## src/sv/vtp_pkg.sv

```systemverilog
// Shared constants, codes and helper functions for the test pattern pixel generator.
package vtp_pkg;

  // Default coordinate width.
  localparam int COORD_BITS_DEF = 10;

  // Width of the frame number field.
  localparam int FRAME_BITS = 10;

  // Width of an RGB565 color.
  localparam int COLOR_BITS = 16;

  // Display mode codes.
  localparam logic [2:0] MODE_WHITE   = 3'd0;
  localparam logic [2:0] MODE_REFRESH = 3'd1;
  localparam logic [2:0] MODE_RED     = 3'd2;
  localparam logic [2:0] MODE_GREEN   = 3'd3;
  localparam logic [2:0] MODE_BLUE    = 3'd4;
  localparam logic [2:0] MODE_PATTERN = 3'd5;

  // Register indexes on the configuration port.
  localparam logic [1:0] REG_MODE   = 2'd0;
  localparam logic [1:0] REG_WIDTH  = 2'd1;
  localparam logic [1:0] REG_HEIGHT = 2'd2;

  // Reset values of the registers.
  localparam int RESET_WIDTH  = 480;
  localparam int RESET_HEIGHT = 480;

  // Pattern geometry.
  localparam int REFRESH_FRAMES = 600;
  localparam int SQUARE         = 24;
  localparam int CHECK_LO       = 120;
  localparam int CHECK_HI       = 360;
  localparam int NUM_BARS       = 8;
  localparam int CHECK_CELLS    = (CHECK_HI - CHECK_LO) / SQUARE;

  // RGB565 colors.
  localparam logic [15:0] C_WHITE   = 16'hFFFF;
  localparam logic [15:0] C_BLACK   = 16'h0000;
  localparam logic [15:0] C_RED     = 16'hF800;
  localparam logic [15:0] C_ORANGE  = 16'hFC00;
  localparam logic [15:0] C_GREEN   = 16'h07E0;
  localparam logic [15:0] C_CYAN    = 16'h07FF;
  localparam logic [15:0] C_BLUE    = 16'h001F;
  localparam logic [15:0] C_MAGENTA = 16'hF81F;

  // Color of each vertical bar, left to right.
  function automatic logic [15:0] bar_color(input logic [2:0] bar);
    logic [15:0] c;
    case (bar)
      3'd0:    c = C_RED;
      3'd1:    c = C_ORANGE;
      3'd2:    c = C_GREEN;
      3'd3:    c = C_CYAN;
      3'd4:    c = C_BLUE;
      3'd5:    c = C_MAGENTA;
      3'd6:    c = C_WHITE;
      default: c = C_BLACK;
    endcase
    return c;
  endfunction

  // Parity of the checkerboard cell index for an offset into the region.
  // Each threshold at a multiple of the square size flips the parity.
  function automatic logic check_parity(input logic [7:0] d);
    logic p;
    p = 1'b0;
    for (int k = 1; k < CHECK_CELLS; k++) begin
      if (d >= 8'(SQUARE * k)) begin
        p = ~p;
      end
    end
    return p;
  endfunction

endpackage

```

## src/sv/video_test_pattern_pixel_generator.sv

```systemverilog
// Top level of the test pattern pixel generator: register port and color pipeline.
//
// Usage: each item on the in_ stream carries one pixel coordinate and a frame
// number; the out_ stream returns that pixel's RGB565 color, one item per input
// item, in order. The mode and frame size are set through the cfg_ register port
// (mode at 0x0, width at 0x4, height at 0x8) while no items are in flight.
//
// Throughput is one item per clock while the receiver keeps out_tready high.
// out_tvalid is driven by the output register: the pipeline has
// a classification stage and two more stages that finish the three-bit bar index,
// one restoring division step each against the frame width, with the output
// register as the last stage.
//
// Reset clears all stage valid bits and loads the default registers (white mode,
// 480 by 480). When the receiver holds out_tready low, the result stays in the
// output register and earlier stages keep filling; in_tready drops once all
// three stages hold an item, and nothing is dropped or repeated.
module video_test_pattern_pixel_generator #(
  parameter int COORD_BITS = vtp_pkg::COORD_BITS_DEF
) (
  input  logic        clk,
  input  logic        rst_n,
  // Input item: pixel_x, pixel_y, frame_number, from the lowest bit up, zero padded.
  input  logic        in_tvalid,
  output logic        in_tready,
  input  logic [((2*COORD_BITS+vtp_pkg::FRAME_BITS+7)/8)*8-1:0] in_tdata,
  // Result item: pixel_color.
  output logic        out_tvalid,
  input  logic        out_tready,
  output logic [15:0] out_tdata,
  // Register port.
  input  logic        cfg_psel,
  input  logic        cfg_penable,
  input  logic        cfg_pwrite,
  input  logic [3:0]  cfg_paddr,
  input  logic [31:0] cfg_pwdata,
  output logic [31:0] cfg_prdata,
  output logic        cfg_pready
);

  localparam int CB = COORD_BITS;
  localparam int FB = vtp_pkg::FRAME_BITS;

  logic [2:0]    mode_r;
  logic [CB-1:0] width_r, height_r;
  logic          cfg_wr;
  logic [1:0]    cfg_idx;

  assign cfg_pready = 1'b1;
  assign cfg_wr     = cfg_psel && cfg_penable && cfg_pwrite && cfg_pready;
  assign cfg_idx    = cfg_paddr[3:2];

  // Configuration registers.
  always_ff @(posedge clk) begin
    if (!rst_n) begin
      mode_r   <= vtp_pkg::MODE_WHITE;
      width_r  <= CB'(vtp_pkg::RESET_WIDTH);
      height_r <= CB'(vtp_pkg::RESET_HEIGHT);
    end else if (cfg_wr) begin
      case (cfg_idx)
        vtp_pkg::REG_MODE:   mode_r   <= cfg_pwdata[2:0];
        vtp_pkg::REG_WIDTH:  width_r  <= cfg_pwdata[CB-1:0];
        vtp_pkg::REG_HEIGHT: height_r <= cfg_pwdata[CB-1:0];
        default: ;
      endcase
    end
  end

  // Register readback.
  always_comb begin
    case (cfg_idx)
      vtp_pkg::REG_MODE:   cfg_prdata = {29'd0, mode_r};
      vtp_pkg::REG_WIDTH:  cfg_prdata = 32'(width_r);
      vtp_pkg::REG_HEIGHT: cfg_prdata = 32'(height_r);
      default:             cfg_prdata = 32'd0;
    endcase
  end

  vtp_color_pipe #(
    .COORD_BITS (COORD_BITS)
  ) u_pipe (
    .clk          (clk),
    .rst_n        (rst_n),
    .mode         (mode_r),
    .width        (width_r),
    .height       (height_r),
    .in_valid     (in_tvalid),
    .in_ready     (in_tready),
    .pixel_x      (in_tdata[CB-1:0]),
    .pixel_y      (in_tdata[2*CB-1:CB]),
    .frame_number (in_tdata[2*CB+FB-1:2*CB]),
    .out_valid    (out_tvalid),
    .out_ready    (out_tready),
    .pixel_color  (out_tdata)
  );

endmodule

```

## src/sv/vtp_color_pipe.sv

```systemverilog
// Three-stage color pipeline: classification, then a bar index found by restoring division.
module vtp_color_pipe #(
  parameter int COORD_BITS = vtp_pkg::COORD_BITS_DEF
) (
  input  logic                             clk,
  input  logic                             rst_n,
  input  logic [2:0]                       mode,
  input  logic [COORD_BITS-1:0]            width,
  input  logic [COORD_BITS-1:0]            height,
  input  logic                             in_valid,
  output logic                             in_ready,
  input  logic [COORD_BITS-1:0]            pixel_x,
  input  logic [COORD_BITS-1:0]            pixel_y,
  input  logic [vtp_pkg::FRAME_BITS-1:0]   frame_number,
  output logic                             out_valid,
  input  logic                             out_ready,
  output logic [vtp_pkg::COLOR_BITS-1:0]   pixel_color
);

  localparam int CB = COORD_BITS;
  localparam int NB = CB + 3;
  localparam logic [CB:0]   SQ_EXT  = (CB + 1)'(vtp_pkg::SQUARE);
  localparam logic [CB-1:0] SQ_C    = CB'(vtp_pkg::SQUARE);
  localparam logic [CB-1:0] LO_C    = CB'(vtp_pkg::CHECK_LO);
  localparam logic [CB-1:0] HI_C    = CB'(vtp_pkg::CHECK_HI);
  localparam logic [CB-1:0] ONE_C   = CB'(1);
  localparam logic [9:0]    REFR_C  = 10'(vtp_pkg::REFRESH_FRAMES);

  // Stage valids and handshake chain.
  logic v1_r, v2_r, v3_r;
  logic s1_ready, s2_ready, s3_ready;

  assign s3_ready = !v3_r || out_ready;
  assign s2_ready = !v2_r || s3_ready;
  assign s1_ready = !v1_r || s2_ready;
  assign in_ready = s1_ready;

  // Stage payloads.
  logic [15:0]   color1_r, color2_r, color3_r;
  logic          bar1_r, bar2_r;
  logic [NB-1:0] rem1_r, rem2_r;
  logic [2:0]    q1_r, q2_r;

  logic [15:0]   color1_nxt;
  logic          bar1_nxt;
  logic [NB-1:0] rem1_nxt, rem2_nxt;
  logic [2:0]    q1_nxt, q2_nxt;
  logic [15:0]   color3_nxt;

  // Stage one: frame test, mode, corner, checker and border layers, first quotient bit.
  always_comb begin
    logic in_frame, left, right, top, bottom, in_check, border;
    logic [CB-1:0] dx, dy;
    logic [NB-1:0] n, d4;
    in_frame = (pixel_x < width) && (pixel_y < height);
    left     = pixel_x < SQ_C;
    top      = pixel_y < SQ_C;
    right    = ({1'b0, pixel_x} + SQ_EXT) >= {1'b0, width};
    bottom   = ({1'b0, pixel_y} + SQ_EXT) >= {1'b0, height};
    in_check = (pixel_x >= LO_C) && (pixel_x < HI_C) &&
               (pixel_y >= LO_C) && (pixel_y < HI_C);
    border   = (pixel_x == '0) || (pixel_y == '0) ||
               (pixel_x == width - ONE_C) || (pixel_y == height - ONE_C);
    dx       = pixel_x - LO_C;
    dy       = pixel_y - LO_C;
    bar1_nxt   = 1'b0;
    color1_nxt = vtp_pkg::C_BLACK;
    if (in_frame) begin
      case (mode)
        vtp_pkg::MODE_WHITE: color1_nxt = vtp_pkg::C_WHITE;
        vtp_pkg::MODE_REFRESH: begin
          if (frame_number < REFR_C && !frame_number[0]) begin
            color1_nxt = vtp_pkg::C_BLACK;
          end else begin
            color1_nxt = vtp_pkg::C_WHITE;
          end
        end
        vtp_pkg::MODE_RED:   color1_nxt = vtp_pkg::C_RED;
        vtp_pkg::MODE_GREEN: color1_nxt = vtp_pkg::C_GREEN;
        vtp_pkg::MODE_BLUE:  color1_nxt = vtp_pkg::C_BLUE;
        vtp_pkg::MODE_PATTERN: begin
          if (right && bottom) begin
            color1_nxt = vtp_pkg::C_WHITE;
          end else if (left && bottom) begin
            color1_nxt = vtp_pkg::C_BLUE;
          end else if (right && top) begin
            color1_nxt = vtp_pkg::C_GREEN;
          end else if (left && top) begin
            color1_nxt = vtp_pkg::C_RED;
          end else if (in_check) begin
            color1_nxt = (vtp_pkg::check_parity(dx[7:0]) ^ vtp_pkg::check_parity(dy[7:0]))
                         ? vtp_pkg::C_WHITE : vtp_pkg::C_BLACK;
          end else if (border) begin
            color1_nxt = vtp_pkg::C_WHITE;
          end else begin
            bar1_nxt = 1'b1;
          end
        end
        default: color1_nxt = vtp_pkg::C_BLACK;
      endcase
    end
    // Bar index is (8x)/width; take the top quotient bit here.
    n  = {pixel_x, 3'b000};
    d4 = {1'b0, width, 2'b00};
    if (n >= d4) begin
      rem1_nxt = n - d4;
      q1_nxt   = 3'b100;
    end else begin
      rem1_nxt = n;
      q1_nxt   = 3'b000;
    end
  end

  // Stage two: middle quotient bit.
  always_comb begin
    logic [NB-1:0] d2;
    d2 = {2'b00, width, 1'b0};
    if (rem1_r >= d2) begin
      rem2_nxt = rem1_r - d2;
      q2_nxt   = q1_r | 3'b010;
    end else begin
      rem2_nxt = rem1_r;
      q2_nxt   = q1_r;
    end
  end

  // Stage three: last quotient bit and the final color pick.
  always_comb begin
    logic [2:0] q;
    q = q2_r | ((rem2_r >= {3'b000, width}) ? 3'b001 : 3'b000);
    color3_nxt = bar2_r ? vtp_pkg::bar_color(q) : color2_r;
  end

  // Valid bits.
  always_ff @(posedge clk) begin
    if (!rst_n) begin
      v1_r <= 1'b0;
      v2_r <= 1'b0;
      v3_r <= 1'b0;
    end else begin
      if (s1_ready) v1_r <= in_valid;
      if (s2_ready) v2_r <= v1_r;
      if (s3_ready) v3_r <= v2_r;
    end
  end

  // Payload registers advance with their stage.
  always_ff @(posedge clk) begin
    if (s1_ready && in_valid) begin
      color1_r <= color1_nxt;
      bar1_r   <= bar1_nxt;
      rem1_r   <= rem1_nxt;
      q1_r     <= q1_nxt;
    end
    if (s2_ready && v1_r) begin
      color2_r <= color1_r;
      bar2_r   <= bar1_r;
      rem2_r   <= rem2_nxt;
      q2_r     <= q2_nxt;
    end
    if (s3_ready && v2_r) begin
      color3_r <= color3_nxt;
    end
  end

  assign out_valid   = v3_r;
  assign pixel_color = color3_r;

  // A full pipeline with a stalled receiver takes no item.
  a_full_stall: assert property (@(posedge clk) disable iff (!rst_n)
    (v1_r && v2_r && v3_r && !out_ready) |-> !in_ready)
    else $error("item accepted into a full stalled pipeline");

  // An accepted item shows up in stage one.
  a_accept_fill: assert property (@(posedge clk) disable iff (!rst_n)
    (in_valid && in_ready) |=> v1_r)
    else $error("accepted item lost at stage one");

  // An item moving out of stage two lands in the output stage.
  a_mid_move: assert property (@(posedge clk) disable iff (!rst_n)
    (v2_r && s3_ready) |=> v3_r)
    else $error("item lost between stage two and output");

  // A bar pixel lies inside the frame, so its partial remainder stays below twice the width.
  a_rem_bound: assert property (@(posedge clk) disable iff (!rst_n)
    (v2_r && bar2_r) |-> (rem2_r < {2'b00, width, 1'b0}))
    else $error("bar division remainder out of range");

endmodule

```

## config.mk

```make
export PLATFORM = sky130hd
export DESIGN_NAME = video_test_pattern_pixel_generator
export DESIGN_NICKNAME = d
export VERILOG_FILES = /design/src/sv/vtp_pkg.sv /design/src/sv/video_test_pattern_pixel_generator.sv /design/src/sv/vtp_color_pipe.sv
export SDC_FILE = /design/constraint.sdc
export NUM_CORES = 1
export LEC_CHECK = 0
export ABC_AREA = 1
export BUFFER_PORTS_ARGS = -buffer_cell sky130_fd_sc_hd__buf_4
export CAP_MARGIN = 20
export CORE_MARGIN = 2
export CORE_UTILIZATION = 45
export CTS_CLUSTER_SIZE = 14
export DETAILED_ROUTE_END_ITERATION = 6
export GPL_ROUTABILITY_DRIVEN = 0
export HOLD_SLACK_MARGIN = 0.1
export PLACE_DENSITY_LB_ADDON = 0.15
export SLEW_MARGIN = 20
export SYNTH_ARGS = -nofsm -noshare
export SYNTH_HDL_FRONTEND = slang
export SYNTH_SLANG_ARGS = --single-unit
```

## constraint.sdc

```tcl
create_clock -name clk -period 2.6 [get_ports clk]
set_input_delay 0 -clock clk [delete_from_list [all_inputs] [get_ports clk]]
set_output_delay 0 -clock clk [all_outputs]
set_load 0.01 [all_outputs]
```

# [After elaboration in Yosys (flattened, before gate mapping)]
# Cells that the tools add are included.
[word_totals] reg_bits=108 input_bits=75 output_inout_bits=51
[classes] n_addsub=8 magnitude_cmp=32 n_eq_ne=15 muxes=161 bitwise=20 n_reduce_logical=33
[ops] operator="$mux 1" count=146
[ops] operator="$mux 16" count=9
[ops] operator="$pmux 16 s7" count=1
[ops] operator="$pmux 16 s6" count=1
[ops] operator="$ge 8x8->1 const B" count=8
[ops] operator="$ge 8x7->1 const B" count=6
[ops] operator="$pmux 10 s3" count=1
[ops] operator="$mux 13" count=2
[ops] operator="$add 10x5->11 const B" count=2
[ops] operator="$ge 11x10->1" count=2
[ops] operator="$eq 10x10->1" count=2
[ops] operator="$ge 10x7->1 const B" count=2
[ops] operator="$logic_not 10->1" count=2
[ops] operator="$lt 10x10->1" count=2
[ops] operator="$lt 10x5->1 const B" count=2
[ops] operator="$lt 10x9->1 const B" count=2
[ops] operator="$sub 10x1->10 const B" count=2
[ops] operator="$not 1->1" count=18
[ops] operator="$ge 8x5->1 const B" count=2
[ops] operator="$ge 8x6->1 const B" count=2
[ops] operator="$sub 8x7->8 const B" count=2
[ops] operator="$eq 3x3->1 const B" count=5
[ops] operator="$logic_and 1x1->1" count=14
[ops] operator="$ge 13x10->1" count=1
[ops] operator="other kinds (18)" count=33

# [Depth between registers and ports, before layout]
# Gate-level depths: netlist of run 1.
[logic_depth] ltp_word=91 ltp_mapped=21

# [Modules after synthesis]
# From an unflattened synthesis of run 1, not the netlist that was laid out.
[hier_totals] cells_unflattened=947 area_unflattened_um2=6695.2
[by_module_without_submodules] module="vtp_color_pipe" instances=1 cells_per_inst=754 area_per_inst_um2=5397.7 seq_area_each_um2=1201.2
[by_module_without_submodules] module="video_test_pattern_pixel_generator" instances=1 cells_per_inst=193 area_per_inst_um2=1297.5 seq_area_each_um2=460.4

# [Worst setup path before layout of run 1]
# OpenSTA, ideal clock, no wires.
[synth_timing] kind="input to register" from="in in_tdata[3] (netlist name)" to="reg u_pipe.color1_r[4], data pin" setup_time_ns=0.257 arrival_time_ns=2.209 required_time_ns=2.343 slack_ns=0.135 cell_stages=20 cell_sequence="buf_2 inv_1 ha_1 or2_2 nor3_1 xor2_1 inv_1 ha_1 nand2_1 inv_1 nand2_1 nand2_1 nor3_1 nand2_1 nand2_1 nand2_1 nor2_1 nand2_1 nand2_1 a21oi_1"
[synth_via] elab_chain_len=90
[synth_lines] item="start: declaration" line="video_test_pattern_pixel_generator.sv:26" rtl="input logic [((2*COORD_BITS+vtp_pkg::FRAME_BITS+7)/8)*8-1:0] in_tdata,"
[synth_lines] item="$sub 8x7->8" line="vtp_color_pipe.sv:64" rtl="dx = pixel_x - LO_C;"
[synth_lines] item="$ge 8x5->1" line="vtp_pkg.sv:70" rtl="if (d >= 8'(SQUARE * k)) begin"
[synth_lines] item="$mux 1" line="vtp_pkg.sv:70"
[synth_lines] item="$mux 1" line="vtp_color_pipe.sv:90" rtl="end else if (in_check) begin"
[synth_lines] item="$mux 1" line="vtp_color_pipe.sv:88" rtl="end else if (left && top) begin"
[synth_lines] item="$mux 1" line="vtp_color_pipe.sv:86" rtl="end else if (right && top) begin"
[synth_lines] item="$mux 1" line="vtp_color_pipe.sv:84" rtl="end else if (left && bottom) begin"
[synth_lines] item="$mux 1" line="vtp_color_pipe.sv:82" rtl="if (right && bottom) begin"
[synth_lines] item="[... 74 more ...]"
[synth_lines] item="$xor 1x1->1" line="vtp_color_pipe.sv:91" rtl="color1_nxt = (vtp_pkg::check_parity(dx[7:0]) ^ vtp_pkg::check_parity(dy[7:0]))"
[synth_lines] item="$mux 16" line="vtp_color_pipe.sv:92" rtl="? vtp_pkg::C_WHITE : vtp_pkg::C_BLACK;"
[synth_lines] item="$mux 16" line="vtp_color_pipe.sv:90"
[synth_lines] item="$mux 16" line="vtp_color_pipe.sv:88"
[synth_lines] item="$mux 16" line="vtp_color_pipe.sv:86"
[synth_lines] item="$mux 16" line="vtp_color_pipe.sv:84"
[synth_lines] item="$mux 16" line="vtp_color_pipe.sv:82"
[synth_lines] item="$pmux 16 s6" line="vtp_color_pipe.sv:69" rtl="case (mode)"
[synth_lines] item="end signal: assignment" line="vtp_color_pipe.sv:150" rtl="color1_r <= color1_nxt;"
[synth_lines] item="end: declaration" line="vtp_color_pipe.sv:39" rtl="logic [15:0] color1_r, color2_r, color3_r;"
# Several ways; a longest one is shown, not always the timed one. The select of a mux whose other input is x is not followed.
# A chain may end at the register's enable or synchronous reset.

# [Worst setup path after layout of run 1]
[layout_timing] from="reg width_r[2]" to="reg u_pipe.rem1_r[12], data pin"
[layout_via] elab_chain_len=2
[layout_lines] item="start: declaration" line="video_test_pattern_pixel_generator.sv:45" rtl="logic [CB-1:0] width_r, height_r;"
[layout_lines] item="start signal: assignment" line="video_test_pattern_pixel_generator.sv:57" rtl="width_r <= CB'(vtp_pkg::RESET_WIDTH);"
[layout_lines] item="start signal: assignment" line="video_test_pattern_pixel_generator.sv:62" rtl="vtp_pkg::REG_WIDTH: width_r <= cfg_pwdata[CB-1:0];"
[layout_lines] item="$sub 13x12->13 or $ge 13x12->1 (tied branches)" line="vtp_color_pipe.sv:106, vtp_color_pipe.sv:105"
[layout_lines] item="$mux 13 *" line="vtp_color_pipe.sv:105" rtl="if (n >= d4) begin"
[layout_lines] item="via u_pipe.rem1_nxt[12]" line="vtp_color_pipe.sv:46" rtl="logic [NB-1:0] rem1_nxt, rem2_nxt;"
[layout_lines] item="end signal: assignment" line="vtp_color_pipe.sv:152" rtl="rem1_r <= rem1_nxt;"
[layout_lines] item="end: declaration" line="vtp_color_pipe.sv:41" rtl="logic [NB-1:0] rem1_r, rem2_r;"
# The timed path passes the listed nets; every way through them passes the cells marked *.

==> flow_summary.yaml, run 1 <==
run:
  drv.max_cap_violation_count: 0
cells_and_area:
  areaGrowthSynthToFinish_pct: 21.40
  fillCellCount: 1336
  insertedDiodeCount: 0
  highest_count_cells_in_the_layout_ignoring_fill_and_taps: "184 x sky130_fd_sc_hd__nand2_1, 118 x sky130_fd_sc_hd__buf_4, 104 x sky130_fd_sc_hd__inv_1"
  layout_commonest_cell: "sky130_fd_sc_hd__nand2_1"
  drive_above_1_share_pct: 18.48
  multi_input_area_um2: 4000
  final_nets: 1146
  storage_cell_area_um2: 1664
sta:
  timing.setup.tns_ns: 0
  finalSetupViolCount: 0
  tightestPinTransition_ns: 0.6667
  slew_viol_final: 0
  timing.fmax_ghz: 0.4133
  hold_slack_ns: 0.1064
  period_minus_slack_ns: 2.419
  rsz0062_at_grt: "no"
  worst_slew_margin_rel_pct: 55.50
  finalHoldViolations: 0
  fin_worst_skew_ns: 0.008761
  fin_crit_sh_pct: 93.06
setup_path:
  cpMaxStageDelayCell: "sky130_fd_sc_hd__ha_1"
  required_ns: 2.68
  largest_stage_delay_on_the_critical_path_ns: 0.36
  path_class: "flop to flop"
  cp_max_fo: 6
  crit_path_start_kind: "flop"
  worstRegToRegCells: 15
  timing.critical_path.to_type: "flop"
  critical-path-top-cell-by-count: "sky130_fd_sc_hd__nand2_1"
  critical_path.cell_chain: "inv_2 -> ha_1 -> nand2_1 -> nor2_1 -> a211oi_2 -> o21ai_0 -> nand2_1 -> nand2_1 -> nand2_1 -> nand2_1 -> a21oi_2 -> nor2_1 -> o21ai_0 -> nand3_1 -> xor2_1"
  cp.arrival_ns: 2.50
drt:
  routed_length_per_placed_instance_um: 13.39
  drt-vias-per-instance: 5.069
  detail_route.iter0.violations: 370
  final_antenna_net_count: 0
  finalWirelength_um: 15810
  remaining_drc_errors: 0
  dr_total_vias: 5987
  drt_pre_antenna_iters: 5
grt:
  global_route.overflow_total: 0
  grt_util_all_layers_pct: 21.39
  grt_pass1_vias: 5371
  grt_antenna_before_repair: 0
  grt_max_degree: 25
  grt_first_pass_wirelength_um: 25130
synthesis:
  ys_types: 47
  synth-seq-cells: 64
  yosys_warnings: 0
  asyncSetResetFlopFracSynth_pct: 0
  synth_area_per_cell_um2: 7.232
  synth-edff-count: 38
  synth-seq-area-share_pct: 26.20
  synthesis.instances: 877
  syn-cell-area_um2: 6342
  synthFlopType: "sky130_fd_sc_hd__edfxtp_1"
cts:
  tritoncts_clock_tree: "yes"
  ctsLongestPathBuffers: 2
  clkLatencyLatePin_ns: 0.33
  cts_max_level: 3
  clk_root_buffer_cell: "sky130_fd_sc_hd__clkbuf_16"
  clkSlewWorstSetupHoldPaths_ns: 0.06
  cts_made_buffers: 9
  clkSinkCount: 64
floorplan:
  io_pins: 126
  die_y_um: 122.7
  fp.coreArea_um2: 13830
  die_area_um2: 15060
  effective_utilization_at_floorplan_pct: 45.87
  die_x_um: 122.7
  floorplan.rows: 43
power_and_ir_drop:
  cellPowerDensity_nw_per_um2: 418.7
  p_total_uw: 3224
  vdd_drop_max_mv: 0.2676
  p_leak_uw: 0.003730
placed_design:
  place.port_buffers: 74
  dp_hpwl_um: 12730
hold_path:
  timing.hold.worst.class: "input port to flop"
  worst_hold_depth: 3
status:
  run_status: "finished, final reports clean"
-- per-stage QoR --
step | util, % | setup WS (ns) | cell area (um2) | cells
2_1_floorplan | - | 0.1349 | 6421 | 898
3_3_place_gp | 51.95 | 0.02596 | 7183 | 1147
3_5_place_dp | 51.95 | 0.04294 | 7183 | 1147
4_1_cts | 55.28 | 0.08873 | 7644 | 1180
5_1_grt | 55.69 | 0.002111 | 7700 | 1181
6_report | 55.69 | 0.1806 | 7700 | 1181
-- power by group --
| group | total, uW | switching [uW] | internal (uW) |
|---|---|---|---|
| logic | 889 | 510 | 379 |
| registers | 1180 | 28.9 | 1150 |
| clock network | 1150 | 451 | 703 |
-- area by class of cell --
type / count / share of cell area (%)
multi-input combinational: 665 / 51.95
sequential: 64 / 21.61
timing repair buffer: 135 / 13.71
inverter: 121 / 6.029
clock buffer: 10 / 3.250
tap: 180 / 2.925
clock inverter: 6 / 0.5200
-- sequential cells by signal, indices dropped and copies added (netlist names), 3 cells and up --
| signal | count |
|---|---|
| height_r | 10 |
| mode_r | 3 |
| u_pipe.color1_r | 3 |
| u_pipe.color2_r | 3 |
| u_pipe.pixel_color | 4 |
| u_pipe.rem1_r | 11 |
| u_pipe.rem2_r | 12 |
| width_r | 10 |
-- layer usage --
metal	vias to the layer above	global-route usage [%]	routed length, um
met2	118	37.85	7918
met3	19	2.556	480
li1	3138	-	-
met4	0	6.178	238
met5	-	0	0
met1	2712	27.24	7173
-- cells by family (layout without fill, tap and decap cells) --
family,after synthesis,after routing,share of synthesized area (%)
simple gates,361,361,25.17
xor+xnor,40,40,5.958
flops,64,64,26.20
fa+ha+maj,75,75,15.03
compound gates,166,166,14.97
buf+inv,169,272,12.55
other cells,2,23,0.1184
-- worst max-delay path: cells and delay by family (launching register included) --
| family | cells | cell delay (ns) |
|---|---|---|
| flip-flops | 1 | 0.34 |
| buffers and inverters | 1 | 0.09 |
| XOR/XNOR | 1 | 0.15 |
| AND/OR/NAND/NOR | 8 | 0.59 |
| AO/OA/AOI/OAI | 4 | 0.64 |
| adder cells (fa/ha/maj) | 1 | 0.36 |
-- synth_stat cells, types with 10 or more instances --
| master | number | area, um2 |
|---|---|---|
| sky130_fd_sc_hd__edfxtp_1 | 38 | 1141 |
| sky130_fd_sc_hd__nand4_1 | 15 | 93.84 |
| sky130_fd_sc_hd__nand2_1 | 184 | 690.7 |
| sky130_fd_sc_hd__nand2_2 | 12 | 75.07 |
| sky130_fd_sc_hd__nor2_1 | 69 | 259.0 |
| sky130_fd_sc_hd__o22ai_1 | 10 | 62.56 |
| sky130_fd_sc_hd__a21oi_1 | 57 | 285.3 |
| sky130_fd_sc_hd__nor3_1 | 10 | 50.05 |
| sky130_fd_sc_hd__xor2_1 | 22 | 192.7 |
| sky130_fd_sc_hd__xnor2_1 | 16 | 140.1 |
| sky130_fd_sc_hd__nand3_1 | 46 | 230.2 |
| sky130_fd_sc_hd__inv_1 | 109 | 409.1 |
| sky130_fd_sc_hd__o211ai_1 | 12 | 90.09 |
| sky130_fd_sc_hd__ha_1 | 73 | 913.4 |
| sky130_fd_sc_hd__buf_4 | 38 | 285.3 |
| sky130_fd_sc_hd__inv_2 | 10 | 37.54 |
| sky130_fd_sc_hd__o21ai_0 | 59 | 295.3 |
| sky130_fd_sc_hd__dfxtp_1 | 26 | 520.5 |
-- path summary, 6_finish.rpt --
path                                 start                     endpoint  slack [ns]
setup / recovery   width_r[2]$_SDFFE_PN0P_  u_pipe.rem1_r[12]$_DFFE_PP_        0.18
hold / removal                 in_tdata[2]   u_pipe.rem1_r[5]$_DFFE_PP_        0.11
setup reg to reg   width_r[2]$_SDFFE_PN0P_  u_pipe.rem1_r[12]$_DFFE_PP_        0.18
hold reg to reg   u_pipe.q1_r[2]$_DFFE_PP_     u_pipe.q2_r[2]$_DFFE_PP_        0.41
-- what timing repair did --
action                                  in CTS  in global routing
cloned                                       0                  0
resized for setup                            1                 16
endpoints found under the hold margin       28                  0
buffers inserted                             0                  1
endpoints found under the setup margin       1                  7
hold buffers                                17                  0
(Power assumes the default switching activity.)
==> run 2, diff against run 1 <==
--- a/config.mk
+++ b/config.mk
@@ -8,6 +8,7 @@
 export ABC_AREA = 1
 export BUFFER_PORTS_ARGS = -buffer_cell sky130_fd_sc_hd__buf_4
 export CAP_MARGIN = 20
+export CORE_ASPECT_RATIO = 1.5
 export CORE_MARGIN = 2
 export CORE_UTILIZATION = 45
 export CTS_CLUSTER_SIZE = 14
==> run 2 against run 1 <==
The flow now finishes with violations (DRC). Largest cell class unchanged. Cell area fell by 0.36%. Routed wire length rose by 7.3%. Critical path type is now input port to flop. Clock skew up 0.0016 ns. Largest power group unchanged. Worst hold slack better by 0.075 ns. Critical endpoint is now u_pipe.color1_r[14]$_SDFFCE_PN0P_.
==> flow_summary.yaml, run 2 (synthesis gave the netlist of run 1 again) <==
placed_design:
  dp_hpwl_um: 13780
  dpl.cell_count: 1126
  placed_area_um2: 7119
  place.port_buffers: 74
run:
  drv.max_cap_violation_count: 0
power_and_ir_drop:
  seq_power_share_pct: 36.2
  clkPwrFrac_pct: 36.3
  p_sw_share_pct: 30.65
  comb_power_share_pct: 27.5
  p_total_uw: 3257
  cellPowerDensity_nw_per_um2: 424.5
  vdd_drop_max_mv: 0.2651
  power.net_switching_uw: 998.2
  p_leak_uw: 0.003707
  p_int_uw: 2258
sta:
  fin_worst_skew_ns: 0.01040
  period_minus_slack_ns: 2.370
  worst_slew_margin_rel_pct: 53.89
  timing.fmax_ghz: 0.4220
  fin_crit_sh_pct: 91.15
  timing.setup.tns_ns: 0
  tightestPinTransition_ns: 0.6909
  finalSetupViolCount: 0
  slew_viol_final: 0
  rsz0062_at_grt: "no"
  finalHoldViolations: 0
grt:
  met1_routing_resource_usage_after_global_routing_pct: 24.33
  grt_antenna_before_repair: 0
  global_route.overflow_total: 0
  grt_max_degree: 25
  grt_first_pass_wirelength_um: 27010
  grt.busiest_layer: "met2"
  grt_pass1_vias: 5796
  grt.met3_usage_pct: 1.921
  met2_usage_pct: 44.60
  grt_util_all_layers_pct: 22.96
floorplan:
  effective_utilization_at_floorplan_pct: 45.54
  io_pins: 126
  die_x_um: 100.9
  die_area_um2: 15080
  die_y_um: 149.4
  floorplan.rows: 53
  fp.coreArea_um2: 13930
cells_and_area:
  largestRegisters: "u_pipe.rem2_r (12), u_pipe.rem1_r (11)"
  filler_free_cell_count_of_the_finished_design: 1163
  layout_commonest_cell: "sky130_fd_sc_hd__nand2_1"
  final_design_area_no_fill_um2: 7672
  drive_above_1_share_pct: 17.64
  insertedDiodeCount: 0
  storage_cell_area_um2: 1662
  highest_count_cells_in_the_layout_ignoring_fill_and_taps: "184 x sky130_fd_sc_hd__nand2_1, 115 x sky130_fd_sc_hd__buf_4, 107 x sky130_fd_sc_hd__inv_1"
  register_containing_the_most_flip_flops_in_the_final_layout: "u_pipe.rem2_r"
  multi_input_area_um2: 4020
  fillCellCount: 1407
  largest_reg_flops: 12
  areaGrowthSynthToFinish_pct: 20.97
  final_nets: 1143
drt:
  dr_total_vias: 6028
  detail_route.iter0.violations: 209
  remaining_drc_errors: 3
  drt_pre_antenna_iters: 7
  final_antenna_net_count: 0
  finalWirelength_um: 16970
  drt-vias-per-instance: 5.183
  routed_length_per_placed_instance_um: 14.59
setup_path:
  rrSetupSlack_ns: 0.24
  crit_path_start_kind: "input port"
  required_ns: 2.78
  critical_path.reg2reg.endpoint: "u_pipe.rem1_r[12]$_DFFE_PP_"
  cp_max_fo: 5
  path_class: "input port to flop"
  reg2reg_from: "width_r[2]$_SDFFE_PN0P_"
  worstRegToRegCells: 15
  cp.arrival_ns: 2.55
  timing.critical_path.to_type: "flop"
hold_path:
  worst_hold_depth: 4
  worstHoldStart: "in_tdata[3]"
  timing.hold.worst.class: "input port to flop"
  min_to: "u_pipe.rem1_r[6]$_DFFE_PP_"
status:
  violated_checks: "DRC"
  run_status: "finished with violations"
cts:
  cts_max_level: 3
  tritoncts_clock_tree: "yes"
  ctsLongestPathBuffers: 2
  clkSlewWorstSetupHoldPaths_ns: 0.06
  cts_made_buffers: 9
  clk_root_buffer_cell: "sky130_fd_sc_hd__clkbuf_16"
  clkLatencyLatePin_ns: 0.33
  clkSinkCount: 64
==> run 2: how the worst max path moves through the flow <==
stage	startpoint	cells past startpoint	to	slack [ns]
6_report	in_tdata[0]	18	u_pipe.color1_r[14]$_SDFFCE_PN0P_	0.23
5_1_grt	height_r[1]$_SDFFE_PN0P_	18	u_pipe.color1_r[4]$_SDFFCE_PN0P_	0.009
4_1_cts	width_r[1]$_SDFFE_PN0P_	15	u_pipe.color1_r[4]$_SDFFCE_PN0P_	0.12
3_5_place_dp	in_tdata[3]	20	u_pipe.color1_r[4]$_SDFFCE_PN0P_	0.05
3_3_place_gp	in_tdata[13]	21	u_pipe.color1_r[4]$_SDFFCE_PN0P_	0.06
2_1_floorplan	in_tdata[3]	20	u_pipe.color1_r[4]$_SDFFCE_PN0P_	0.13
==> run 2: routing by layer <==
layer  share of wire [%]  vias to the layer above  wire length [um]
met1                  37                     2738              6355
met2                  55                      140              9388
met5                   0                        -                 0
met4                 4.3                        0               726
met3                 2.9                       30               500
li1                    -                     3120                 -
==> run 2: worst max-delay path, stage by stage <==
cell	delay, ns
sky130_fd_sc_hd__dlygate4sd3_1	0.54
sky130_fd_sc_hd__buf_4	0.14
sky130_fd_sc_hd__inv_1	0.10
sky130_fd_sc_hd__buf_4	0.18
sky130_fd_sc_hd__ha_1	0.27
sky130_fd_sc_hd__nor3b_2	0.21
sky130_fd_sc_hd__nand3_1	0.09
sky130_fd_sc_hd__nor2_1	0.13
sky130_fd_sc_hd__nand3b_1	0.10
sky130_fd_sc_hd__nor2_1	0.13
sky130_fd_sc_hd__nand3_1	0.12
sky130_fd_sc_hd__nand3_2	0.12
sky130_fd_sc_hd__nand2_1	0.06
sky130_fd_sc_hd__nand2_1	0.05
sky130_fd_sc_hd__nand3_1	0.06
sky130_fd_sc_hd__nand2_1	0.06
sky130_fd_sc_hd__nand2_1	0.05
sky130_fd_sc_hd__a21oi_1	0.14
==> run 2: cell type report <==
class / count / share of cell area [%]
repair buffers: 132 / 13.47
flip-flops and latches: 64 / 21.66
clock inverters: 4 / 0.3262
inverters: 121 / 5.969
well taps: 165 / 2.691
multi-input cells: 665 / 52.40
clock buffers: 12 / 3.490
==> run 2: stage by stage <==
step	hold slack, ns	setup WS, ns	util, %
after floorplan	0.1304	0.1349	-
after global placement	0.2338	0.06222	51.12
after detailed placement	0.2381	0.04593	51.12
after CTS	0.1727	0.1210	54.45
after global routing	0.2299	0.008704	55.09
final	0.1813	0.2301	55.09
==> run 2: power by group through the flow <==
stage	sequential, uW	clock [uW]	combinational (uW)
after floorplan	1190	0	615
after global placement	1200	0	853
after detailed placement	1200	0	859
after CTS	1180	1200	882
after global routing	1190	1240	1020
final	1180	1180	896
==> run 2: what timing repair did <==
action                     CTS  global route
resized for setup            0            13
buffers inserted             0             4
hold buffers                17             0
hold endpoints to repair    28             0
setup endpoints to repair    0             8
==> run 3, diff against run 2 <==
--- a/config.mk
+++ b/config.mk
@@ -8,9 +8,11 @@
 export ABC_AREA = 1
 export BUFFER_PORTS_ARGS = -buffer_cell sky130_fd_sc_hd__buf_4
 export CAP_MARGIN = 20
+export CELL_PAD_IN_SITES_DETAIL_PLACEMENT = 1
+export CELL_PAD_IN_SITES_GLOBAL_PLACEMENT = 1
 export CORE_ASPECT_RATIO = 1.5
 export CORE_MARGIN = 2
-export CORE_UTILIZATION = 45
+export CORE_UTILIZATION = 37
 export CTS_CLUSTER_SIZE = 14
 export DETAILED_ROUTE_END_ITERATION = 6
 export GPL_ROUTABILITY_DRIVEN = 0
==> run 3 against run 2 <==
The flow now finishes without violations. Die area increased by 21%. Worst hold slack worse by 0.0098 ns. Routed wire length increased by 17%. Register-to-register slack got worse by 0.09 ns. Fmax down 3.4%. Critical path depth down 8. Sequential power barely moved. Count of clock-buffer cells in the layout decreased by 3. Via count up 3.6%. Setup slack got worse by 0.083 ns. Global-route usage fell by 0.60 points. Non-clock buffer count increased by 10.
==> flow_summary.yaml, run 3 (synthesis gave the netlist of run 1 again) <==
drt:
  remaining_drc_errors: 0
  dr_total_vias: 6243
  drt-vias-per-instance: 5.126
  drt_pre_antenna_iters: 4
  routed_length_per_placed_instance_um: 16.28
  detail_route.iter0.violations: 240
  final_antenna_net_count: 0
  finalWirelength_um: 19840
setup_path:
  critical_path.cell_chain: "inv_1 -> ha_1 -> inv_1 -> nor3_1 -> a211oi_1 -> o211ai_1 -> a311oi_1 -> buf_4 -> o21ai_0 -> a21oi_1"
  cp_max_fo: 5
  path_class: "flop to flop"
  timing.critical_path.to_type: "flop"
  cp.arrival_ns: 2.64
  critical-path-top-cell-by-count: "sky130_fd_sc_hd__inv_1"
  required_ns: 2.78
  crit_path_start_kind: "flop"
  largest_stage_delay_on_the_critical_path_ns: 0.36
  cpMaxStageDelayCell: "sky130_fd_sc_hd__dfxtp_1"
sta:
  timing.setup.tns_ns: 0
  tightestPinTransition_ns: 0.7205
  fin_worst_skew_ns: 0.003510
  period_minus_slack_ns: 2.453
  slew_viol_final: 0
  final.setup.worst_slack_ns: 0.1471
  timing.fmax_ghz: 0.4077
  finalHoldViolations: 0
  fin_crit_sh_pct: 94.34
  worst_slew_margin_rel_pct: 51.92
  rsz0062_at_grt: "yes"
  finalSetupViolCount: 0
cts:
  clkLatencyLatePin_ns: 0.34
  cts_made_buffers: 9
  cts_max_level: 3
  clkSlewWorstSetupHoldPaths_ns: 0.06
  tritoncts_clock_tree: "yes"
  ctsLongestPathBuffers: 2
  clk_root_buffer_cell: "sky130_fd_sc_hd__clkbuf_16"
  clkSinkCount: 64
cells_and_area:
  drive_above_1_share_pct: 20.24
  areaGrowthSynthToFinish_pct: 23.75
  largestRegisters: "u_pipe.rem2_r (12), u_pipe.rem1_r (11)"
  highest_count_cells_in_the_layout_ignoring_fill_and_taps: "181 x sky130_fd_sc_hd__nand2_1, 125 x sky130_fd_sc_hd__buf_4, 101 x sky130_fd_sc_hd__inv_1"
  largest_reg_flops: 12
  layout_commonest_cell: "sky130_fd_sc_hd__nand2_1"
  register_containing_the_most_flip_flops_in_the_final_layout: "u_pipe.rem2_r"
  final_nets: 1153
  insertedDiodeCount: 0
placed_design:
  dpl_worst_slack_ns: -0.1050
  place.port_buffers: 74
  dp_hpwl_um: 16210
grt:
  grt_util_all_layers_pct: 22.35
  grt_antenna_before_repair: 0
  grt_first_pass_wirelength_um: 32420
  grt_max_degree: 25
  grt_pass1_vias: 6628
  global_route.overflow_total: 0
floorplan:
  io_pins: 126
  floorplan.rows: 58
  die_area_um2: 18230
  die_x_um: 110.9
  effective_utilization_at_floorplan_pct: 37.83
  fp.coreArea_um2: 16760
  die_y_um: 164.4
run:
  drv.max_cap_violation_count: 0
hold_path:
  timing.hold.worst.class: "input port to flop"
power_and_ir_drop:
  p_total_uw: 3385
  vdd_drop_max_mv: 0.3074
  cellPowerDensity_nw_per_um2: 431.3
  p_leak_uw: 0.003766
status:
  run_status: "finished, final reports clean"
## run 3: cell count changes in the layout (fill, tap and decap cells not counted), sizes merged
cell and delta:
bufinv +1, clkinvlp +1, clkinv -1, inv +2, clkbuf -3, buf +10
## run 3: area by class of cell
type | count | area, um2
Timing Repair Buffer | 142 | 1109
Tap cell | 210 | 262.8
Clock buffer | 9 | 225.2
Fill cell | 2123 | 8915
Inverter | 121 | 454.2
Multi-Input combinational cell | 665 | 4054
Clock inverter | 7 | 80.08
Sequential cell | 64 | 1664
## run 3: critical path: cells and delay by family, from the launching register on
family / cells / cell delay [ns]
compound gates: 5 / 1.17
buf+inv: 3 / 0.40
flops: 1 / 0.36
fa+ha+maj: 1 / 0.32
simple gates: 1 / 0.05
## run 3: metal layers
| layer | up-vias | track usage, % | routed length [um] |
|---|---|---|---|
| met4 | 0 | 8.466 | 638 |
| li1 | 3138 | - | - |
| met5 | - | 0 | 0 |
| met2 | 95 | 47.10 | 11440 |
| met1 | 2970 | 21.97 | 7330 |
| met3 | 40 | 2.214 | 423 |
## run 3: path summary, 6_finish.rpt
| check | startpoint | to | slack (ns) | cells past startpoint |
|---|---|---|---|---|
| setup / recovery | width_r[9]$_SDFFE_PN0P_ | u_pipe.color1_r[14]$_SDFFCE_PN0P_ | 0.15 | 10 |
| hold reg to reg | u_pipe.color1_r[4]$_SDFFCE_PN0P_ | u_pipe.color2_r[4]$_DFFE_PP_ | 0.43 | 0 |
| setup reg to reg | width_r[9]$_SDFFE_PN0P_ | u_pipe.color1_r[14]$_SDFFCE_PN0P_ | 0.15 | 10 |
| hold / removal | in_tdata[8] | u_pipe.rem1_r[11]$_DFFE_PP_ | 0.17 | 3 |
## run 3: what timing repair did
item / CTS / global route
endpoints found under the hold margin: 28 / 0
hold buffers: 17 / 0
setup buffers: 0 / 0
gates resized for setup: 0 / 29
endpoints found under the setup margin: 0 / 23
## run 3: power by group
group / switching, uW / internal [uW]
clock: 497 / 752
combinational: 557 / 398
sequential: 30.0 / 1150
total: 1080 / 2300
## run 3: stage by stage
step           std cells  util, %  cell area (um2)  hold slack, ns
6_report            1218    46.82             7849          0.1715
5_1_grt             1218    46.82             7849          0.2018
4_1_cts             1218    46.27             7756          0.1251
3_5_place_dp        1185    43.43             7281          0.2487
3_3_place_gp        1185    43.43             7281          0.2380
2_1_floorplan        898        -             6421          0.1304
